==> src/rtl/selection_sorter_defines.svh <==
// Assertion macros for the selection sorter.
// Each macro takes a label, the clock, the reset and the expression to check.
`ifndef SELECTION_SORTER_DEFINES_SVH
`define SELECTION_SORTER_DEFINES_SVH

`ifndef SYNTHESIS

// The property must hold at every clock edge outside reset.
`define SS_ASSERT(label, clk, rst, prop) \
  label: assert property (@(posedge clk) disable iff (rst) prop) \
    else $error("selection_sorter: assertion failed")

// The condition must never be true outside reset.
`define SS_ASSERT_NEVER(label, clk, rst, cond) \
  label: assert property (@(posedge clk) disable iff (rst) !(cond)) \
    else $error("selection_sorter: forbidden condition seen")

`else

`define SS_ASSERT(label, clk, rst, prop)
`define SS_ASSERT_NEVER(label, clk, rst, cond)

`endif

`endif

==> src/rtl/ss_pkg.sv <==
`timescale 1ns / 1ps

package ss_pkg;

  // Store depth and the widths that follow from it.
  localparam int MAX_ELEMENTS = 64;
  localparam int DATA_W       = 32;
  localparam int AW           = (MAX_ELEMENTS > 2) ? $clog2(MAX_ELEMENTS) : 1;
  localparam int CW           = $clog2(MAX_ELEMENTS + 1);

  typedef logic [DATA_W-1:0] word_t;
  typedef logic [AW-1:0]     addr_t;
  typedef logic [CW-1:0]     count_t;

  // Commands from the sequencer to the minimum tracker.
  typedef struct packed {
    logic load;  // take the candidate as the new running minimum
    logic step;  // compare the candidate and keep the smaller one
  } min_ctl_t;

endpackage

==> src/rtl/selection_sorter.sv <==
`timescale 1ns / 1ps

// Channel  Dir  Width  Contents
// s_*      in   32     tdata = value; tlast = last_in
// m_*      out  32     tdata = sorted_value; tlast = last_out; tuser = overflow
//
// Loading takes one word per cycle. After the last word the set of n elements is
// sorted in place; each pass is paced by the single read port of the store and
// the single comparator. Each sorted word is then read from the store, registered
// onto m_tdata and held until m_tready is high. Reset is synchronous; s_tready is
// high only while loading.
`include "selection_sorter_defines.svh"

module selection_sorter (
  input  logic        clk,
  input  logic        rst,
  input  logic        s_tvalid,
  output logic        s_tready,
  input  logic [31:0] s_tdata,   // [31:0] value
  input  logic        s_tlast,
  output logic        m_tvalid,
  input  logic        m_tready,
  output logic [31:0] m_tdata,   // [31:0] sorted_value
  output logic        m_tlast,
  output logic        m_tuser    // [0] overflow
);

  typedef enum logic [3:0] {
    S_LOAD,
    S_HEAD,
    S_LOADMIN,
    S_SCAN,
    S_SWAP1,
    S_SWAP2,
    S_EREAD,
    S_ELOAD,
    S_EHOLD
  } state_t;

  state_t           state;
  ss_pkg::count_t   count;
  logic             ovf;
  ss_pkg::addr_t    i_idx;
  ss_pkg::addr_t    j_idx;
  ss_pkg::addr_t    k_idx;
  ss_pkg::word_t    head;

  ss_pkg::count_t   n_m1;
  ss_pkg::addr_t    last_idx;
  logic             has_room;
  ss_pkg::count_t   count_next;

  logic             mem_we;
  ss_pkg::addr_t    mem_waddr;
  ss_pkg::word_t    mem_wdata;
  ss_pkg::addr_t    mem_raddr;
  ss_pkg::word_t    mem_rdata;

  ss_pkg::min_ctl_t min_ctl;
  ss_pkg::addr_t    cand_idx;
  ss_pkg::word_t    min_val;
  ss_pkg::addr_t    min_idx;

  ss_ram u_ram (
    .clk   (clk),
    .we    (mem_we),
    .waddr (mem_waddr),
    .wdata (mem_wdata),
    .raddr (mem_raddr),
    .rdata (mem_rdata)
  );

  ss_min_unit u_min (
    .clk      (clk),
    .ctl      (min_ctl),
    .cand_val (mem_rdata),
    .cand_idx (cand_idx),
    .min_val  (min_val),
    .min_idx  (min_idx)
  );

  // Index of the last stored element and room left in the store.
  assign n_m1       = count - ss_pkg::CW'(1);
  assign last_idx   = n_m1[ss_pkg::AW-1:0];
  assign has_room   = count < ss_pkg::CW'(ss_pkg::MAX_ELEMENTS);
  assign count_next = has_room ? count + ss_pkg::CW'(1) : count;
  assign s_tready   = (state == S_LOAD);

  // Store ports and comparator commands for each step of the sequencer.
  always_comb begin
    mem_we    = 1'b0;
    mem_waddr = i_idx;
    mem_wdata = min_val;
    mem_raddr = i_idx;
    min_ctl   = '0;
    cand_idx  = j_idx;
    unique case (state)
      S_LOAD: begin
        mem_we    = s_tvalid && has_room;
        mem_waddr = count[ss_pkg::AW-1:0];
        mem_wdata = s_tdata;
      end
      S_HEAD: begin
        mem_raddr = i_idx;
      end
      S_LOADMIN: begin
        mem_raddr    = i_idx + ss_pkg::AW'(1);
        min_ctl.load = 1'b1;
        cand_idx     = i_idx;
      end
      S_SCAN: begin
        mem_raddr    = (j_idx == last_idx) ? j_idx : j_idx + ss_pkg::AW'(1);
        min_ctl.step = 1'b1;
        cand_idx     = j_idx;
      end
      S_SWAP1: begin
        mem_we    = 1'b1;
        mem_waddr = i_idx;
        mem_wdata = min_val;
      end
      S_SWAP2: begin
        mem_we    = 1'b1;
        mem_waddr = min_idx;
        mem_wdata = head;
      end
      S_EREAD, S_ELOAD, S_EHOLD: begin
        mem_raddr = k_idx;
      end
      default: begin
        mem_we = 1'b0;
      end
    endcase
  end

  // Sequencer: load, sort passes, then read out the sorted run.
  always_ff @(posedge clk) begin
    if (rst) begin
      state    <= S_LOAD;
      count    <= '0;
      ovf      <= 1'b0;
      i_idx    <= '0;
      j_idx    <= '0;
      k_idx    <= '0;
      m_tvalid <= 1'b0;
    end else begin
      unique case (state)
        S_LOAD: begin
          if (s_tvalid) begin
            count <= count_next;
            if (!has_room) begin
              ovf <= 1'b1;
            end
            if (s_tlast) begin
              i_idx <= '0;
              k_idx <= '0;
              state <= (count_next == ss_pkg::CW'(1)) ? S_EREAD : S_HEAD;
            end
          end
        end
        S_HEAD: begin
          state <= S_LOADMIN;
        end
        S_LOADMIN: begin
          head  <= mem_rdata;
          j_idx <= i_idx + ss_pkg::AW'(1);
          state <= S_SCAN;
        end
        S_SCAN: begin
          if (j_idx == last_idx) begin
            state <= S_SWAP1;
          end else begin
            j_idx <= j_idx + ss_pkg::AW'(1);
          end
        end
        S_SWAP1: begin
          state <= S_SWAP2;
        end
        S_SWAP2: begin
          if ((ss_pkg::CW'(i_idx) + ss_pkg::CW'(1)) == n_m1) begin
            k_idx <= '0;
            state <= S_EREAD;
          end else begin
            i_idx <= i_idx + ss_pkg::AW'(1);
            state <= S_HEAD;
          end
        end
        S_EREAD: begin
          state <= S_ELOAD;
        end
        S_ELOAD: begin
          m_tvalid <= 1'b1;
          m_tdata  <= mem_rdata;
          m_tlast  <= (k_idx == last_idx);
          m_tuser  <= ovf;
          state    <= S_EHOLD;
        end
        S_EHOLD: begin
          if (m_tready) begin
            m_tvalid <= 1'b0;
            if (m_tlast) begin
              count <= '0;
              ovf   <= 1'b0;
              state <= S_LOAD;
            end else begin
              k_idx <= k_idx + ss_pkg::AW'(1);
              state <= S_EREAD;
            end
          end
        end
        default: begin
          state <= S_LOAD;
        end
      endcase
    end
  end

  // Loading and read-out never overlap.
  `SS_ASSERT_NEVER(a_no_overlap, clk, rst, s_tready && m_tvalid);

  // The fill count never passes the store depth.
  `SS_ASSERT(a_count_range, clk, rst, count <= ss_pkg::CW'(ss_pkg::MAX_ELEMENTS));

  // The scan pointer stays inside the stored set.
  `SS_ASSERT(a_scan_range, clk, rst, (state == S_SCAN) |-> (j_idx <= last_idx));

  // After the final word of a run the block is empty and loading again.
  `SS_ASSERT(a_run_end, clk, rst,
    (m_tvalid && m_tready && m_tlast) |=> (s_tready && (count == '0) && !ovf));

endmodule

==> src/rtl/ss_ram.sv <==
`timescale 1ns / 1ps

// Element store: one write port, one read port with registered read data.
module ss_ram (
  input  logic          clk,
  input  logic          we,
  input  ss_pkg::addr_t waddr,
  input  ss_pkg::word_t wdata,
  input  ss_pkg::addr_t raddr,
  output ss_pkg::word_t rdata
);

  ss_pkg::word_t mem [ss_pkg::MAX_ELEMENTS];

  // Write and registered read.
  always_ff @(posedge clk) begin
    if (we) begin
      mem[waddr] <= wdata;
    end
    rdata <= mem[raddr];
  end

endmodule

==> src/rtl/ss_min_unit.sv <==
`timescale 1ns / 1ps

// Running minimum tracker: the one signed comparator of the block.
module ss_min_unit (
  input  logic             clk,
  input  ss_pkg::min_ctl_t ctl,
  input  ss_pkg::word_t    cand_val,
  input  ss_pkg::addr_t    cand_idx,
  output ss_pkg::word_t    min_val,
  output ss_pkg::addr_t    min_idx
);

  logic cand_less;

  // Signed compare of the candidate against the held minimum.
  assign cand_less = $signed(cand_val) < $signed(min_val);

  // Load a new minimum at the start of a pass, or keep the smaller value.
  always_ff @(posedge clk) begin
    if (ctl.load || (ctl.step && cand_less)) begin
      min_val <= cand_val;
      min_idx <= cand_idx;
    end
  end

endmodule
==> config.mk <==
export PLATFORM = sky130hd
export DESIGN_NAME = selection_sorter
export DESIGN_NICKNAME = d
export VERILOG_FILES = /design/src/rtl/ss_pkg.sv /design/src/rtl/selection_sorter.sv /design/src/rtl/ss_ram.sv /design/src/rtl/ss_min_unit.sv
export VERILOG_INCLUDE_DIRS = /design/src /design/src/rtl
export SDC_FILE = /design/constraint.sdc
export NUM_CORES = 2
export LEC_CHECK = 0
export ABC_CLOCK_PERIOD_IN_PS = 4500
export BUFFER_PORTS_ARGS = -buffer_cell sky130_fd_sc_hd__buf_2
export CAP_MARGIN = 15
export CORE_ASPECT_RATIO = 1.25
export CORE_UTILIZATION = 57
export DETAILED_ROUTE_END_ITERATION = 8
export HOLD_SLACK_MARGIN = 0.12
export PLACE_DENSITY = 0.74
export REMOVE_ABC_BUFFERS = 1
export SLEW_MARGIN = 20
export SYNTH_ARGS = -nofsm -noshare
export SYNTH_HDL_FRONTEND = slang
export SYNTH_SLANG_ARGS = --single-unit
==> constraint.sdc <==
create_clock -name clk -period 4.5 [get_ports clk]
set_clock_uncertainty 0.2 [all_clocks]
set_input_delay 0.675 -clock clk [delete_from_list [all_inputs] [get_ports clk]]
set_output_delay 0.675 -clock clk [all_outputs]
set_load 0.02 [all_outputs]
==> summary.md <==
| Metric | Value |
|---|---|
| Net total in the final layout | 7384 |
| DRC violation count after routing | 0 |
| Clk root buf | sky130_fd_sc_hd__clkbuf_16 |
| Initial DRC count | 9441 |
| Largest fanout on the critical path | 15 |
| Kind of end point of the critical path | register |
| Most numerous cell on the critical path | sky130_fd_sc_hd__buf_4 |
| CTS buffer count | 196 |
| Clk pin slew, worst setup/hold paths | 0.07 ns |
| Initial antenna violation count | 24 |
| Die outline width | about 360 µm |
| Worst-Margin Slew | 1.11 ns |
| Count of final setup violators | 0 |
| TritonCTS clock tree | yes |
| Required time worst endpoint | 5.03 ns |
| Relative slew slack | 25.4% |
| Fraction of the yosys area taken by sequential cells | 74.1% |
| Switch Pwr | 22.1 mW |
| Relative contribution of combinational cells to total power | a little under a third |
| Max-Cap Viols | 0 |
| Stage delay of the slowest cell on the critical path | 0.53 ns |
| Clock sink count | 2215 |
| Wire per inst | 29.3 µm |
| Data arrival, critical path | 4.94 ns |
| Gr ovfl total | 0 |
| Area of the mapped netlist | just under 90000 µm² |
| Wire length of the first global-routing pass | 399000 µm |
| Number of cells in the finished layout apart from fillers | 9525 |
| Routed met2 length | 128000 µm |
| H-tree level count | 4 |
| Total count of max-transition violations in the final report | 0 |
| Die Y | roughly 440 µm |
| # IOs | 73 |
| Number of storage elements in the synthesis netlist | 2215 |
| Fillers | 10.5k |
| Top flip-flop cell by instance count after synthesis | sky130_fd_sc_hd__edfxtp_1 |
| Fmax | 227 MHz |
| Via count of the first global-routing pass | between 50k and 60k |
| Routed wire length | 279000 µm |
| Clock share of power | 25.8% |
| Run status | completed |
| HPWL after detailed placement | 169000 µm |
| Highest metal layer used by the detailed router | met5 |
| Switching power share of the total | 34.4% |
| Critical Path Source Type | register |
| Total met3 wirelength after detailed routing | 37100 µm |
| Number of placed instances, taps included | slightly above 9k |
| Post-synth EDFFs | 2152 |
| Share of the core filled with cells in the final layout | 66.1% |
| Highest-count cells in the layout ignoring fill and taps | 2152 x sky130_fd_sc_hd__edfxtp_1, 2148 x sky130_fd_sc_hd__nand2_1, 829 x sky130_fd_sc_hd__nand3_1, 374 x sky130_fd_sc_hd__buf_4, 238 x sky130_fd_sc_hd__a21oi_1 |
| DR pass1 iterations | 8 |
| Setup repair after global routing missed its margin | false |
| Number of cell rows | 161 |
| Areal power density over the cells | roughly 630 nW/µm² |
| Lkg Pwr | between 30 and 40 nW |
| Clock period minus final worst setup slack | 4.41 ns |
| Overall power after layout | 64.3 mW |
| DR vias/cell | 6.57 |
| Initial core utilization | 57.6% |
| Via count of the routed design | 62.5k |
| Pin count of the biggest net entering global routing | 74 |
| Die Outline Area | 157000 µm² |
| Hold Path Class | in2reg |
| Internal power contribution | 42.2 mW |
| Setup Crit Path Kind | reg2reg |
| Hold Fails Final Rpt | 0 |
| Number of cells produced by synthesis | ~7k |
| Critical path's slowest cell | sky130_fd_sc_hd__nor3_1 |
| Final Cycle Share | 97.9% |
| Total number of yosys warnings | 0 |
| Fraction of final layout cells with drive strength greater than 1 | between 10% and 20% |
| Number of distinct library cell variants in the gate-level netlist after synthesis | 79 |
| Syn-to-layout area delta | 14.8% |
| Wire length on met1 | between 90000 and 100000 µm |
| Placer congestion estimate | 0.939 |
| Leading cell type in the layout, fill and taps excluded | sky130_fd_sc_hd__edfxtp_1 |
| Residual antenna-violating net count after detailed routing | 0 |
| Core Area | 154000 µm² |
| IR Drop Worst-Case VDD | between 0.9 and 1 mV |
| Clock insertion delay at the later pin of the skew report | ~0.86 ns |
| Clock tree buffer depth | 3 |
| Average cell area after synthesis | 12.7 µm² |
| Smallest hold slack | 0.187 ns |
| Accumulated negative setup slack | 0 ns |
| CP cell instances | nor3_1 -> and2_1 -> nor2_1 -> o21ai_0 -> o2bb2ai_1 -> a21o_4 -> buf_4 -> buf_4 -> nand2_1 -> buf_4 -> o2111ai_1 -> o22ai_2 -> a31oi_1 |
| Overall track demand over capacity in global routing | 35.2% |
| Register share of total power | 44.2% |
| Async SR Flop Fraction | 0% |
| PortBufs | 72 |
-- cell families after synthesis --
group                    share of synthesized area, %
buffers and inverters                            2.48
AND/OR/NAND/NOR                                  16.9
multiplexers                                    0.270
adder cells (fa/ha/maj)                         0.507
AO/OA/AOI/OAI                                    5.30
flip-flops                                       74.1
XOR/XNOR                                        0.453
-- flip-flops by register name, summed over array words and instances, names as in the netlist --
name	cells
m_tdata	32
ovf	1
u_ram.rdata	32
m_tlast	1
k_idx	6
j_idx	6
m_tvalid	1
state	4
m_tuser	1
head	32
count	7
u_ram.mem	2048
u_min.min_val	32
i_idx	6
u_min.min_idx	6
-- metal layers --
layer  track usage [%]  up-vias
li1                  -    26200
met1              43.8    30300
met5                 0        -
met4              22.0       18
met3              9.16     1105
met2              54.9     4918
-- worst max-delay path, delay by kind of cell (launching register included) --
kind | cells | cell delay (ns)
compound gates | 6 | 1.79
buf+inv | 3 | 0.81
flops | 1 | 0.46
simple gates | 4 | 1.02
-- power by group through the flow --
stage | sequential [mW] | combinational [mW] | clock, mW
global placement | 28.8 | 18.0 | 0
detailed placement | 28.8 | 18.5 | 0
floorplan | 28.7 | 9.57 | 0
global route | 28.4 | 20.2 | 17.4
finish | 28.4 | 19.3 | 16.6
CTS | 28.4 | 18.8 | 16.7
-- metrics by stage --
step / worst slack (ns) / area [µm²]
finish: 0.0941 / 102000
global route: 0.0180 / 102000
CTS: 0.00245 / 102000
detailed placement: -0.208 / 95400
global placement: -0.682 / 95400
floorplan: -12.36 / 86800
-- synthesized netlist by cell type (all sizes together) (37+ instances only) --
library cell,count,share of area (%)
nand2,2184,9.2
edfxtp,2152,73
nand3,833,4.7
buf,281,1.6
a21oi,241,1.4
clkbuf,164,0.69
nor2,163,0.69
and3,156,1.1
a311oi,131,1.3
a31oi,103,0.73
dfxtp,63,1.4
o21ai,61,0.34
a22oi,43,0.36
nor4,39,0.28
inv,37,0.16
-- area by class of cell --
type / instances / area [µm²] / share of cell area, %
flip-flops and latches: 2215 / 65900 / 64.6
multi-input cells: 4298 / 21600 / 21.2
repair buffers: 563 / 5480 / 5.37
clock buffers: 242 / 5210 / 5.11
well taps: 2037 / 2550 / 2.50
clock inverters: 125 / 1150 / 1.13
inverters: 37 / 139 / 0.136
diodes: 8 / 20.0 / 0.0196
-- what timing repair did --
item                                    in CTS  in global routing
pin swaps                                    3                  4
gates cloned                                 1                  0
hold buffers                                 2                  0
endpoints found under the setup margin       6                 19
hold endpoints to repair                     3                  0
setup buffers                                2                  5
resized for setup                            5                 17
-- worst paths after layout --
path / from / endpoint / slack [ns] / cells past startpoint
worst max-delay path: state[0] / u_ram.rdata[9] / 0.09 / 13
worst max register to register: state[0] / u_ram.rdata[9] / 0.09 / 13
worst min register to register: m_tvalid / m_tvalid / 0.26 / 2
worst min-delay path: rst / j_idx[5] / 0.19 / 2
Note: power is estimated with default switching activity, not from simulation.
